==> src/design/bcs_pkg.sv <==
// ----------------------------------------------------------------------------
// bcs_pkg
// Shared codes, widths and types for the buzzer cadence sequencer.
// ----------------------------------------------------------------------------
package bcs_pkg;

  localparam int DIVIDEND_W = 32;
  localparam int DIVISOR_W  = 16;

  localparam logic [1:0] KIND_START = 2'd0;
  localparam logic [1:0] KIND_TICK  = 2'd1;
  localparam logic [1:0] KIND_STOP  = 2'd2;

  localparam logic CFG_TIMER_CLOCK = 1'b0;
  localparam logic CFG_SOUND_OFF   = 1'b1;

  localparam logic [DIVIDEND_W-1:0] TIMER_CLOCK_RESET = 32'd14000000;

  typedef struct packed {
    logic                  start;
    logic [DIVIDEND_W-1:0] dividend;
    logic [DIVISOR_W-1:0]  divisor;
  } div_req_t;

  typedef struct packed {
    logic                  done;
    logic [DIVIDEND_W-1:0] quotient;
  } div_rsp_t;

endpackage

==> src/design/beep_cadence_sequencer_top.sv <==
// ----------------------------------------------------------------------------
// beep_cadence_sequencer_top
// Buzzer on/off cadence controller: start, tick and stop beats drive the
// tone timer settings, volume pins and cadence counters.
// ----------------------------------------------------------------------------
//  channel | dir | handshake        | payload
//  s_      | in  | s_tvalid/tready  | tuser: kind; tdata: hz, on, off, total, level
//  m_      | out | m_tvalid/tready  | tdata: status bits, period, compare
//  cfg_    | in  | cfg_valid/ready  | cfg_index, cfg_data
//
// Tick, stop, ignored start and zero-frequency start beats go from ST_IDLE to
// ST_PUSH, which registers the result; the next beat is taken back in ST_IDLE.
// A start with nonzero frequency passes through ST_DIV first, where the
// 32-step serial divider computes clock / frequency, then through ST_PUSH.
// Synchronous reset clears all sequence state; timer clock reloads 14 MHz.
// A stalled result holds m_tdata; the next beat may be accepted meanwhile.
// ----------------------------------------------------------------------------
module beep_cadence_sequencer_top #(
  parameter int COUNT_WIDTH = 16
) (
  input  logic        clk,
  input  logic        rst,
  input  logic        s_tvalid,
  output logic        s_tready,
  input  logic [71:0] s_tdata,   // tone_hz[15:0], on_ticks[31:16], off_ticks[47:32],
                                 // total_ticks[63:48], level[65:64], zero pad
  input  logic [1:0]  s_tuser,   // kind[1:0]
  output logic        m_tvalid,
  input  logic        m_tready,
  output logic [71:0] m_tdata,   // busy_res[0], tone_enable[1], timer_run[2],
                                 // vol_pin_a[3], vol_pin_b[4], period_count[36:5],
                                 // compare_count[67:37], zero pad
  input  logic        cfg_valid,
  output logic        cfg_ready,
  input  logic        cfg_index,
  input  logic [31:0] cfg_data
);

  localparam logic [1:0] ST_IDLE = 2'd0;
  localparam logic [1:0] ST_DIV  = 2'd1;
  localparam logic [1:0] ST_PUSH = 2'd2;

  logic [1:0] state;

  logic [31:0] timer_clock_hz;
  logic        sound_off;

  logic                   active;
  logic [COUNT_WIDTH-1:0] on_left;
  logic [COUNT_WIDTH-1:0] off_left;
  logic [COUNT_WIDTH-1:0] budget_left;
  logic [COUNT_WIDTH-1:0] on_reload;
  logic [COUNT_WIDTH-1:0] off_reload;
  logic                   tone_en;
  logic                   timer_run;
  logic                   vol_a;
  logic                   vol_b;
  logic [31:0]            period_reg;

  logic [15:0]            in_hz;
  logic [COUNT_WIDTH-1:0] in_on;
  logic [COUNT_WIDTH-1:0] in_off;
  logic [COUNT_WIDTH-1:0] in_total;
  logic [1:0]             in_level;
  logic [1:0]             in_kind;

  logic                   s_fire;
  logic                   m_free;
  logic                   start_ok;
  logic [COUNT_WIDTH-1:0] budget_dec;

  bcs_pkg::div_req_t div_req;
  bcs_pkg::div_rsp_t div_rsp;

  assign in_hz    = s_tdata[15:0];
  assign in_on    = COUNT_WIDTH'(s_tdata[31:16]);
  assign in_off   = COUNT_WIDTH'(s_tdata[47:32]);
  assign in_total = COUNT_WIDTH'(s_tdata[63:48]);
  assign in_level = s_tdata[65:64];
  assign in_kind  = s_tuser;

  assign s_tready  = (state == ST_IDLE);
  assign s_fire    = s_tvalid && s_tready;
  assign cfg_ready = 1'b1;
  assign m_free    = !m_tvalid || m_tready;

  assign start_ok   = (in_kind == bcs_pkg::KIND_START) && !active && !sound_off;
  assign budget_dec = (budget_left != '0) ? budget_left - 1'b1 : '0;

  assign div_req.start    = s_fire && start_ok && (in_hz != '0);
  assign div_req.dividend = timer_clock_hz;
  assign div_req.divisor  = in_hz;

  bcs_divider u_div (
    .clk (clk),
    .rst (rst),
    .req (div_req),
    .rsp (div_rsp)
  );

  always_ff @(posedge clk) begin
    if (rst) begin
      timer_clock_hz <= bcs_pkg::TIMER_CLOCK_RESET;
      sound_off      <= 1'b0;
    end else if (cfg_valid && cfg_ready) begin
      unique case (cfg_index)
        bcs_pkg::CFG_TIMER_CLOCK: timer_clock_hz <= cfg_data;
        bcs_pkg::CFG_SOUND_OFF:   sound_off      <= cfg_data[0];
        default: ;
      endcase
    end
  end

  always_ff @(posedge clk) begin
    if (rst) begin
      state <= ST_IDLE;
    end else begin
      unique case (state)
        ST_IDLE: begin
          if (s_fire) begin
            state <= div_req.start ? ST_DIV : ST_PUSH;
          end
        end
        ST_DIV: begin
          if (div_rsp.done) begin
            state <= ST_PUSH;
          end
        end
        ST_PUSH: begin
          if (m_free) begin
            state <= ST_IDLE;
          end
        end
        default: state <= ST_IDLE;
      endcase
    end
  end

  always_ff @(posedge clk) begin
    if (rst || (s_fire && in_kind == bcs_pkg::KIND_STOP)) begin
      active      <= 1'b0;
      on_left     <= '0;
      off_left    <= '0;
      budget_left <= '0;
      on_reload   <= '0;
      off_reload  <= '0;
      tone_en     <= 1'b0;
      timer_run   <= 1'b0;
      vol_a       <= 1'b0;
      vol_b       <= 1'b0;
      period_reg  <= '0;
    end else begin
      if (state == ST_DIV && div_rsp.done) begin
        period_reg <= div_rsp.quotient;
      end
      if (s_fire && start_ok) begin
        active      <= 1'b1;
        tone_en     <= 1'b1;
        timer_run   <= 1'b1;
        vol_a       <= in_level[1];
        vol_b       <= in_level[0];
        on_left     <= (in_on != '0) ? in_on - 1'b1 : '0;
        off_left    <= in_off;
        on_reload   <= in_on;
        off_reload  <= in_off;
        budget_left <= in_total;
        if (in_hz == '0) begin
          period_reg <= '1;
        end
      end else if (s_fire && in_kind == bcs_pkg::KIND_TICK && active) begin
        budget_left <= budget_dec;
        if (on_left != '0) begin
          on_left <= on_left - 1'b1;
          if (on_left == COUNT_WIDTH'(1)) begin
            tone_en <= 1'b0;
          end
        end else if (budget_dec == '0) begin
          active      <= 1'b0;
          on_left     <= '0;
          off_left    <= '0;
          budget_left <= '0;
          on_reload   <= '0;
          off_reload  <= '0;
          tone_en     <= 1'b0;
          timer_run   <= 1'b0;
          vol_a       <= 1'b0;
          vol_b       <= 1'b0;
          period_reg  <= '0;
        end else if (off_left != '0) begin
          if (off_left == COUNT_WIDTH'(1)) begin
            tone_en  <= 1'b1;
            on_left  <= on_reload;
            off_left <= off_reload;
          end else begin
            off_left <= off_left - 1'b1;
          end
        end
      end
    end
  end

  always_ff @(posedge clk) begin
    if (rst) begin
      m_tvalid <= 1'b0;
    end else if (state == ST_PUSH && m_free) begin
      m_tvalid <= 1'b1;
    end else if (m_tready) begin
      m_tvalid <= 1'b0;
    end
  end

  always_ff @(posedge clk) begin
    if (state == ST_PUSH && m_free) begin
      m_tdata <= {4'b0, period_reg[31:1], period_reg, vol_b, vol_a, timer_run, tone_en,
                  active};
    end
  end

endmodule

==> src/design/bcs_divider.sv <==
// ----------------------------------------------------------------------------
// bcs_divider
// Restoring serial divider, one quotient bit per cycle.
// ----------------------------------------------------------------------------
module bcs_divider (
  input  logic               clk,
  input  logic               rst,
  input  bcs_pkg::div_req_t  req,
  output bcs_pkg::div_rsp_t  rsp
);

  localparam int CNT_W = $clog2(bcs_pkg::DIVIDEND_W);

  logic                              busy;
  logic                              done;
  logic [CNT_W-1:0]                  cnt;
  logic [bcs_pkg::DIVIDEND_W-1:0]    quo;
  logic [bcs_pkg::DIVISOR_W-1:0]     rem;
  logic [bcs_pkg::DIVISOR_W-1:0]     dvsr;

  logic [bcs_pkg::DIVISOR_W:0]       rem_sh;
  logic [bcs_pkg::DIVISOR_W:0]       rem_sub;
  logic                              ge;
  logic [bcs_pkg::DIVISOR_W-1:0]     rem_next;

  always_comb begin
    rem_sh   = {rem, quo[bcs_pkg::DIVIDEND_W-1]};
    ge       = rem_sh >= {1'b0, dvsr};
    rem_sub  = rem_sh - {1'b0, dvsr};
    rem_next = ge ? rem_sub[bcs_pkg::DIVISOR_W-1:0] : rem_sh[bcs_pkg::DIVISOR_W-1:0];
  end

  always_ff @(posedge clk) begin
    if (rst) begin
      busy <= 1'b0;
      done <= 1'b0;
      cnt  <= '0;
    end else begin
      done <= 1'b0;
      if (req.start) begin
        busy <= 1'b1;
        cnt  <= '0;
      end else if (busy) begin
        cnt <= cnt + 1'b1;
        if (cnt == CNT_W'(bcs_pkg::DIVIDEND_W - 1)) begin
          busy <= 1'b0;
          done <= 1'b1;
        end
      end
    end
  end

  always_ff @(posedge clk) begin
    if (req.start) begin
      quo  <= req.dividend;
      rem  <= '0;
      dvsr <= req.divisor;
    end else if (busy) begin
      quo <= {quo[bcs_pkg::DIVIDEND_W-2:0], ge};
      rem <= rem_next;
    end
  end

  assign rsp.done     = done;
  assign rsp.quotient = quo;

endmodule
==> config.mk <==
export PLATFORM = sky130hd
export DESIGN_NAME = beep_cadence_sequencer_top
export DESIGN_NICKNAME = d
export VERILOG_FILES = /design/src/design/bcs_pkg.sv /design/src/design/beep_cadence_sequencer_top.sv /design/src/design/bcs_divider.sv
export SDC_FILE = /design/constraint.sdc
export NUM_CORES = 1
export LEC_CHECK = 0
export ABC_AREA = 1
export BUFFER_PORTS_ARGS = -buffer_cell sky130_fd_sc_hd__buf_2
export CORE_ASPECT_RATIO = 1.25
export CORE_MARGIN = 1.5
export CORE_UTILIZATION = 58
export CTS_CLUSTER_DIAMETER = 120
export DETAILED_ROUTE_END_ITERATION = 10
export PLACE_DENSITY = 0.87
export RECOVER_POWER = 100
export SYNTH_ARGS = -nofsm -noshare
export SYNTH_HDL_FRONTEND = slang
export SYNTH_SLANG_ARGS = --single-unit
==> constraint.sdc <==
create_clock -name clk -period 3.64 [get_ports clk]
set_input_delay 0.364 -clock clk [delete_from_list [all_inputs] [get_ports clk]]
set_output_delay 0.364 -clock clk [all_outputs]
set_load 0.005 [all_outputs]
======== After elaboration in Yosys (flattened, before gate mapping) ========
Index checks and enable logic that the tools add are counted.
storage, ports and cells
  register bits after elaboration ......... 291
  input bits .............................. 112
  output and inout port bits .............. 75
  word-level logic and storage cells ...... 138
operators by class
  add/subtract/negate cells ............... 6
  $lt $le $gt $ge ......................... 1
  equality and inequality tests ........... 12
  mux-type cells .......................... 56
  bitwise operators ....................... 2
  reduce and logical (&&, ||, !) cells .... 40
operators by type and width
  cell                                                   number
  two-way mux 16 bit                                     24
  two-way mux 32 bit                                     8
  nonzero test 16 bit                                    5
  subtractor 16 x 1 -> 16 bit, second input constant     4
  == test 16 x 1 -> 1 bit, second input constant         2
  zero test 16 bit                                       2
  two-way mux 1 bit                                      19
  >= comparator 17 x 16 -> 1 bit                         1
  subtractor 16 bit                                      1
  AND reduction 3 bit                                    4
  logical AND 1 bit                                      10
  two-way mux 2 bit                                      4
  nonzero test 2 bit                                     4
  nonzero test 4 bit                                     2
  case mux 2 bit (3 select lines)                        1
  adder 5 x 1 -> 5 bit, second input constant            1
  == test 5 bit, second input constant                   1
  == test 2 x 1 -> 1 bit, second input constant          2
  == test 2 bit, second input constant                   2
  zero test 2 bit                                        2
  inequality test 2 x 1 -> 1 bit, second input constant  2
  inequality test 2 bit, second input constant           2
  AND reduction 2 bit                                    2
  AND reduction 4 bit                                    1
  7 further kinds                                        11

======== Longest topological paths before layout ========
Gate-level depths: netlist of run 1.
  word-level depth ........................ 8
  mapped depth ............................ 18

======== Cells and area by module ========
From an unflattened synthesis of run 1, not the netlist that was laid out.
second synthesis, totals
  cells, all modules ...................... 1825
  area, all modules ....................... 13485.4 µm²
by module, submodules not included
  module                      times used  cells each  area each (µm²)  sequential area each (µm²)
  beep_cadence_sequencer_top  1           1296        9449.1           4124.0
  bcs_divider                 1           529         4036.4           1901.8

======== Least setup slack after synthesis of run 1 ========
Ideal clock, no wire load.
  path type ............................... register -> register
  start point ............................. register state[1]
  end point ............................... register m_tdata[1], enable pin
  library setup time ...................... 0.474 ns
  arrival ................................. 2.888 ns
  setup slack ............................. 0.277 ns
  cell stages (with the launch flop) ...... 3
  path buffers ............................ 0
  period minus slack after synthesis ...... 3.363 ns
  cell sequence ........................... dfxtp_1 inv_1 nor3_1
between the ends
  longest elaborated chain between the ends .. 2
ends and longest elaborated chain
  item                    line                               source
  start, declared         beep_cadence_sequencer_top.sv:43   logic [1:0] state;
  start signal, assigned  beep_cadence_sequencer_top.sv:121  state <= div_req.start ? ST_DIV : ST_PUSH;
  == test 2 bit           beep_cadence_sequencer_top.sv:213  if (state == ST_PUSH && m_free) begin
  logical AND 1 bit       beep_cadence_sequencer_top.sv:213
  end signal, assigned    beep_cadence_sequencer_top.sv:214  m_tdata <= {4'b0, period_reg[31:1], period_reg, vol_b, vol_a, timer_run, tone_en,
  end, declared           beep_cadence_sequencer_top.sv:30   output logic [71:0] m_tdata,
No other way between the ends.
A chain may end at the register's enable or synchronous reset.

======== Worst setup path after layout of run 1 ========
  start point ............................. input port s_tdata[9]
  end point ............................... register u_div.cnt[0]
between the ends
  longest elaborated chain between the ends .. 3
ends and longest elaborated chain
  item                          line                              source
  start, declared               beep_cadence_sequencer_top.sv:25  input logic [71:0] s_tdata,
  nonzero test 16 bit           beep_cadence_sequencer_top.sv:90  assign div_req.start = s_fire && start_ok && (in_hz != '0);
  logical AND 1 bit             beep_cadence_sequencer_top.sv:90
  OR reduction 2 bit (no line)  -
  end signal, assigned          bcs_divider.sv:44                 cnt <= cnt + 1'b1;
  end, declared                 bcs_divider.sv:16                 logic [CNT_W-1:0] cnt;
No other way between the ends.

==> results_dict.tcl, run 1 <==
set metrics [dict create \
    drt_iter0_drc 807 \
    finalHoldViolCount 0 \
    powerDensity_nw_per_um2 513 \
    synth_top_area_share_pct 26.3 \
    fin_skew_ps 13.2 \
    layout_setup_ws_ps 481 \
    ant_nets 0 \
    post-route-period-util_pct 86.8 \
    leakage_nw 7.06 \
    drt_first_pass_iters 5 \
    avgRoutedWirePerCell_um 15.1 \
    diodes 0 \
    async_flop_share_pct 0 \
    yosys-top-cells-area "dfxtp_1 26%, edfxtp_1 19%, nand2_1 13%" \
    dp_cells 2122 \
    port_buffers 175 \
    core_area_um2 22400 \
    critPathArrivalTime_ps 3630 \
    post-dp-hpwl_mm 21.8 \
    max_slew_margin_pct -8.28 \
    final_nets 2015 \
    slowest_stage "clkbuf_1" \
    slowest_delay_ps 790 \
    clk_pin_slew_ps 60 \
    final_core_util_pct 66.9 \
    syn_avg_cell_area_um2 7.61 \
    root_buffer "clkbuf_16" \
    ys_seq_elements 259 \
    min_path_type "input pin to register" \
    die-area_um2 23900 \
    fmaxAchievable_mhz 317 \
    place_congestion 0.904 \
    critical_path.top_delay_family "simple AND/OR/NAND/NOR gates" \
    crit_path_start_kind "input pin" \
    ys_seq_area_share_pct 45.3 \
    fp.dieW_um 138 \
    pin_count 187 \
    end_kind "register" \
    instances_no_fill 2181 \
    fin_area_um2 15000 \
    final_layout_size_suffix_gt1_share_pct 13.6 \
    peakVddDrop_uv 433 \
    synth_cell_type_count 47 \
    ys_warn_count 0 \
    clk_path_buf_depth 3 \
    rsz0062_at_grt "no" \
    regMostFlops "m_tdata" \
    rows 61 \
    synth.cell_area_um2 13300 \
    postPlaceCellArea_um2 14100 \
    cts-htree-levels 1 \
    cts_made_buffers 27 \
    first_global_vias 11500 \
    clock_latency_ps 550 \
    fin_setup_tns_ps 0 \
    drc 0 \
    overflow 0 \
    failed_checks "capacitance limit, slew limit" \
    start_util_pct 59.5 \
    fillers 1839 \
    area_growth_pct 12.4 \
    grt_pass1_wl_mm 53.8 \
    largest_reg_flops 36 \
    grt_max_degree 82 \
    required_ps 4110 \
    drt_wl_total_mm 33.0 \
    post_cts_buffers 0 \
    preCtsSetupSlack_ps 667 \
    whs_ps 22.2 \
    final.min_clock_period_ps 3160 \
    slew_violations 33 \
    grt_use_total_pct 27.2 \
    maxCapViolCount 1 \
    antenna_found_initial 1 \
    die-height_um 172 \
    crit_type "input pin to register" \
    netlist_instances 1749 \
    synth_largest_area_cell "dfxtp_1" \
    vias_per_cell 5.50 \
    cp_cell_sequence "dlygate4sd3_1 > clkbuf_1 > nor4_1 > nand2_1 > nor2_1 > nor2_4 > clkinv_1 > clkbuf_1 > nand2_1 > nor3b_1" \
    status "complete, but fails checks" \
    via_count 12000 \
    cp_max_fo 22 \
    setup_viol 0 \
    tightest_slew_ps 1620 \
    cts.sinks 259 \
    cts_tree "yes" \
    cp_num_buf_inv 4 \
    synth_flop_cell "dfxtp_1" \
    power.total_mw 7.67 \
    synth_edf_count 84 \
]
==> cell usage after synthesis, drive strengths merged, types with 2 or more instances <==
master    n
xnor2    16
ha       25
nor4      9
nand2   490
or2       2
a31o      3
clkbuf   49
o211ai   17
o21bai   12
o22ai     6
xor2     16
mux2i    31
buf      59
o21ai    68
nor3     18
nand3   127
dfxtp   175
conb      2
nand4    20
edfxtp   84
a31oi    15
clkinv    3
nor2    219
o21a      4
a221oi    3
a21boi    2
inv     168
a21oi    99
==> worst min-delay path: cells and delay by family <==
kind | cells | cell delay [ps]
simple gates | 2 | 110
buf+inv | 1 | 70
==> cells in the final DEF (no fill, tap or decap), types with 18 or more instances in the layout <==
cell and instances:
clkbuf_16 27, nor3_1 18, inv_1 134, mux2i_1 31
nand2_1 481, clkbuf_1 47, dfxtp_1 175, nand3_1 124
nand4_1 20, edfxtp_1 84, a21oi_1 99, ha_1 25
inv_2 34, o21ai_0 67, buf_2 132, nor2_1 210
==> repair_timing <==
item,in CTS,in global routing
gates resized for setup,0,0
hold buffers,8,1
endpoints found under the hold margin,8,1
==> layer usage <==
layer	share of wire (%)	global-route usage [%]	up-vias
li1	-	-	5925
met1	40	32.3	5500
met2	49	49.0	478
met3	6.8	3.71	94
met4	3.7	12.6	2
met5	0.030	0	-
==> worst paths after layout <==
kind	start	to	slack (ps)	cells past startpoint
setup / recovery	s_tdata[9]	u_div.cnt[0]	480	10
setup reg to reg	budget_left[0]	on_left[8]	500	16
hold / removal	cfg_data[16]	timer_clock_hz[16]	20	3
hold reg to reg	period_reg[28]	m_tdata[64]	430	0
==> power breakdown <==
part	total, mW	leakage [nW]	internal [mW]	switching (mW)
clock	2.81	0.442	1.59	1.22
combinational	1.65	4.41	0.570	1.08
sequential	3.21	2.21	3.13	0.0865
total	7.67	7.06	5.29	2.38
==> cell families (layout without fill, tap and decap cells) <==
family | after synthesis | after routing | share of synthesized area, %
and+or+nand+nor | 887 | 887 | 28.2
buffers and inverters | 279 | 425 | 9.52
DFF | 259 | 259 | 45.3
AOI/OAI and AO/OA | 233 | 233 | 9.98
xor gates and xnor gates | 32 | 32 | 2.11
muxes | 31 | 31 | 2.33
adders and majority gates | 26 | 26 | 2.50
other | 2 | 5 | 0.0564
==> final cells by class <==
cell class / count / area [um2] / share of cell area (%)
flip-flops and latches: 259 / 6030 / 40.3
multi-input cells: 1214 / 5970 / 39.9
clock inverters: 18 / 188 / 1.26
inverters: 171 / 642 / 4.29
well taps: 283 / 354 / 2.37
repair buffers: 204 / 1050 / 7.01
clock buffers: 32 / 724 / 4.84
(Power assumes the default switching activity.)
==> run 2: changes to the inputs <==
Settings changed: PLACE_DENSITY 0.87 to 0.81.
==> run 2 against run 1 <==
Against the previous run:
- sequential cell count unchanged
- wire length down 2.5%
- design area down 0.31%
- clock power up 5%
- sequential share of layout area up 0.13 points
- critical path type is now register to register
- first-iteration DRC count down 25%
- the flow still finishes with violations (capacitance limit, slew limit)
- critical path depth up 5
- clock skew down 4.6 ps
- total power up 1.4%
- final cell count down 0.37%
- utilization down 0.21 points
==> results_dict.tcl, run 2 (same netlist as run 1, synthesis figures left out) <==
set metrics [dict create \
    vias_per_cell 5.42 \
    via_count 11800 \
    whs_ps 16.6 \
    rsz0062_at_grt "no" \
    grt_pass1_wl_mm 52.0 \
    cp_max_fo 25 \
    root_buffer "clkbuf_16" \
    clock_latency_ps 530 \
    antenna_found_initial 3 \
    end_kind "register" \
    clk_path_buf_depth 3 \
    register_area_um2 6030 \
    final_nets 2007 \
    largest_reg_flops 36 \
    required_ps 4060 \
    fin_setup_tns_ps 0 \
    cts_made_buffers 26 \
    maxCapViolCount 1 \
    status "complete, but fails checks" \
    start_util_pct 59.5 \
    drc 0 \
    die-area_um2 23900 \
    fin_skew_ps 8.59 \
    final_layout_size_suffix_gt1_share_pct 13.6 \
    hold_buffers 0 \
    clk_pin_slew_ps 70 \
    setup_viol 0 \
    cts-htree-levels 1 \
    drt_first_pass_iters 5 \
    drt_wl_total_mm 32.1 \
    tightest_slew_ps 1550 \
    powerDensity_nw_per_um2 521 \
    critPathArrivalTime_ps 3670 \
    post-dp-hpwl_mm 21.6 \
    final_core_util_pct 66.7 \
    grt_use_met3_pct 3.77 \
    multi_input_area_um2 5960 \
    max_slew_margin_pct -3.66 \
    slew_violations 34 \
    pin_count 187 \
    cts_tree "yes" \
    cts.sinks 259 \
    fillers 1956 \
    peakVddDrop_uv 461 \
    post_cts_resized 0 \
    post-route-period-util_pct 89.3 \
    grt_busiest_layer "met2" \
    core_area_um2 22400 \
    r2r_cells 15 \
    port_buffers 175 \
    crit_type "register to register" \
    fp.dieW_um 138 \
    grt_max_degree 68 \
    regMostFlops "m_tdata" \
    overflow 0 \
    layout_common_cells "481 x nand2_1, 213 x nor2_1, 175 x dfxtp_1" \
    failed_checks "capacitance limit, slew limit" \
    final.min_clock_period_ps 3250 \
    min_path_cells 1 \
    final_common_cell "nand2_1" \
    crit_path_start_kind "register" \
    area_growth_pct 12.0 \
    avgRoutedWirePerCell_um 14.8 \
    met1_usage_pct 32.3 \
    place_congestion 0.925 \
    grt_use_total_pct 26.1 \
    drt_iter0_drc 608 \
    use_met2_pct 47.7 \
    ant_nets 0 \
    post_cts_buffers 0 \
    fmaxAchievable_mhz 308 \
    finalHoldViolCount 0 \
    first_global_vias 10900 \
    min_path_type "input pin to register" \
    die-height_um 172 \
    rows 61 \
    leakage_nw 7.03 \
]
-- run 2: changes by cell type in the layout (fill, tap and decap cells not counted), sizes merged, moves of 2 or more --
cell	before	now
inv	170	172
buf	146	148
clkinvlp	4	2
bufinv	2	5
clkinv	13	8
dlygate4sd3	9	0
-- run 2: worst paths after layout --
kind                                     start              to  slack (ps)
worst max-delay path            budget_left[0]      on_left[1]         390
worst min-delay path               s_tdata[15]  u_div.dvsr[15]          20
worst max register to register  budget_left[0]      on_left[1]         390
worst min register to register  period_reg[13]     m_tdata[49]         430
-- run 2: per-layer routing --
metal,part of all wire (%),vias up
met2,49,355
li1,-,5905
met5,0.075,-
met3,5.9,52
met1,42,5458
met4,2.2,4
-- run 2: worst max-delay path, stage by stage, from the launching register on --
cell and delay [ps]:
dfxtp_1 310, inv_1 170, ha_1 270, nand2_2 140, nor2_4 180, nand2_4 160, nand2_1 170, inv_2 40
nor2_1 100, nand2_1 70, nor2_1 150, nand3_2 310, o211ai_2 310, nand2_2 410, nor3_1 290, nor2_1 60
-- run 2: layout make-up --
| class | instances | share of cell area [%] |
|---|---|---|
| inverter | 171 | 4.31 |
| sequential | 259 | 40.4 |
| clock inverter | 16 | 1.62 |
| timing repair buffer | 197 | 6.50 |
| antenna | 1 | 0.0168 |
| tap | 283 | 2.38 |
| clock buffer | 32 | 4.78 |
| multi-input combinational | 1214 | 40.0 |
-- run 2: through the flow --
| step | std cells | worst slack (ps) | total power, mW | cell area [um2] |
|---|---|---|---|---|
| final | 2173 | 390 | 7.77 | 14900 |
| after CTS | 2172 | 457 | 7.83 | 15100 |
| after global placement | 2124 | 600 | 4.85 | 14100 |
| after detailed placement | 2124 | 546 | 4.88 | 14100 |
| after global routing | 2172 | 111 | 8.15 | 14900 |
| after floorplan | 1752 | 277 | 4.49 | 13300 |
-- run 2: report_power, final --
part / internal [mW] / switching [mW] / total, mW / leakage [nW]
Clock: 1.77 / 1.17 / 2.94 / 0.459
Combinational: 0.566 / 1.06 / 1.63 / 4.37
Sequential: 3.13 / 0.0848 / 3.21 / 2.21
==> run 3: changes to the inputs <==
Settings changed: CTS_BUF_LIST from default to sky130_fd_sc_hd__clkbuf_4 sky130_fd_sc_hd__clkbuf_8 sky130_fd_sc_hd__clkbuf_16, SLEW_MARGIN from default to 15.
==> run 3 against run 2 <==
Against the previous run:
- the run still ends with capacitance limit, slew limit left
- clock skew is 1.9 ps lower
- sequential share of layout area is essentially flat
- sequential cell count unchanged
- first-iteration DRC count down 4.3%
- setup slack worse by 2.3 ps
- sequential power about the same
- die area unchanged
- largest cell class unchanged
- via count fell by 0.28%
- final cell count unchanged
- global-route usage unchanged
- wire length fell by 0.23%
==> results_dict.tcl, run 3 (same netlist as run 1, synthesis figures left out) <==
set metrics [dict create \
    status "complete, but fails checks" \
    failed_checks "capacitance limit, slew limit" \
    peakVddDrop_uv 460 \
    layout_common_cells "481 x nand2_1, 213 x nor2_1, 175 x dfxtp_1" \
    avgRoutedWirePerCell_um 14.8 \
    r2r_start "budget_left[0]" \
    cp-startpoint "budget_left[0]" \
    grt_pass1_wl_mm 52.0 \
    preCtsSetupSlack_ps 546 \
    drc 0 \
    cts_made_buffers 26 \
    leakage_nw 7.04 \
    maxCapViolCount 1 \
    p_int_mw 5.47 \
    fp.dieW_um 138 \
    clock_latency_ps 530 \
    p_switching_mw 2.31 \
    crit_path_start_kind "register" \
    largest_reg_flops 36 \
    pwr-share-clk_pct 37.9 \
    first_global_vias 10900 \
    grt_busiest_layer "met2" \
    layout_setup_ws_ps 388 \
    p_comb_share_pct 20.8 \
    powerDensity_nw_per_um2 522 \
    min_path_type "input pin to register" \
    end_kind "register" \
    vias_per_cell 5.40 \
    post_cts_buffers 0 \
    grt_use_total_pct 26.1 \
    fin_skew_ps 6.67 \
    area_growth_pct 12.1 \
    post-route-period-util_pct 89.3 \
    pwr-share-seq_pct 41.3 \
    cts.sinks 259 \
    clk_path_buf_depth 3 \
    die-area_um2 23900 \
    worstHoldStart "s_tdata[15]" \
    slew_violations 34 \
    drt_first_pass_iters 9 \
    grt_use_met3_pct 3.77 \
    cts-htree-levels 1 \
    crit_type "register to register" \
    drt_iter0_drc 582 \
    overflow 0 \
    port_buffers 175 \
    post_cts_resized 0 \
    rows 61 \
    final_core_util_pct 66.7 \
    regMostFlops "m_tdata" \
    met1_usage_pct 32.3 \
    required_ps 4060 \
    drt_wl_total_mm 32.1 \
    antenna_found_initial 3 \
    start_util_pct 59.5 \
    via_count 11700 \
    final_common_cell "nand2_1" \
    final.min_clock_period_ps 3250 \
    setup_viol 0 \
    finalHoldViolCount 0 \
    place_congestion 0.925 \
    whs_ps 18.7 \
    fmaxAchievable_mhz 307 \
    fin_area_um2 14900 \
    die-height_um 172 \
    pin_count 187 \
    critPathArrivalTime_ps 3680 \
    rsz0062_at_grt "no" \
    cts_tree "yes" \
    netSwitchingFraction_pct 29.7 \
    grt_max_degree 68 \
    root_buffer "clkbuf_16" \
    ant_nets 0 \
    use_met2_pct 47.7 \
    final_nets 2007 \
    fin_setup_tns_ps 0 \
    final_layout_size_suffix_gt1_share_pct 13.7 \
    max_slew_margin_pct -2.73 \
    post-dp-hpwl_mm 21.6 \
    tightest_slew_ps 1540 \
    hold_buffers 0 \
    postPlaceCellArea_um2 14100 \
    cp_max_fo 25 \
    clk_pin_slew_ps 70 \
    core_area_um2 22400 \
]
-- run 3: worst max-delay path, cell delays in order, from the launching register on --
cell and delay [ps]:
dfxtp_1 310, inv_1 170, ha_1 270, nand2_2 140, nor2_4 180, nand2_4 160, nand2_1 170, inv_2 40
nor2_1 100, nand2_1 70, nor2_1 150, nand3_2 310, o211ai_2 310, nand2_2 410, nor3_1 290, nor2_1 60
-- run 3: metal layers --
metal	vias to the layer above	wire (um)
li1	5902	-
met1	5404	13600
met2	379	15800
met3	52	2010
met4	4	708
met5	-	24
-- run 3: worst paths after layout --
path | cells past startpoint | endpoint | slack, ps
setup / recovery | 15 | on_left[1] | 390
hold / removal | 1 | u_div.dvsr[15] | 20
setup reg to reg | 15 | on_left[1] | 390
hold reg to reg | 0 | m_tdata[49] | 430
-- run 3: cell type report --
type / count / area (um2)
Clock buffer: 32 / 721
Fill cell: 1952 / 7450
Clock inverter: 16 / 241
Inverter: 171 / 642
Antenna cell: 1 / 2.50
Multi-Input combinational cell: 1214 / 5960
Timing Repair Buffer: 197 / 970
Sequential cell: 259 / 6030
Tap cell: 283 / 354
-- run 3: power groups by stage --
stage / registers, mW / clock network, mW / logic, mW
after floorplan: 3.25 / 0 / 1.24
after global placement: 3.26 / 0 / 1.58
after detailed placement: 3.27 / 0 / 1.61
after CTS: 3.21 / 3.01 / 1.63
after global routing: 3.22 / 3.10 / 1.84
final: 3.21 / 2.95 / 1.62
-- run 3: through the flow --
| step | instances | total power [mW] |
|---|---|---|
| 2_1_floorplan | 1752 | 4.49 |
| 3_3_place_gp | 2124 | 4.85 |
| 3_5_place_dp | 2124 | 4.88 |
| 4_1_cts | 2172 | 7.84 |
| 5_1_grt | 2172 | 8.17 |
| 6_report | 2173 | 7.78 |
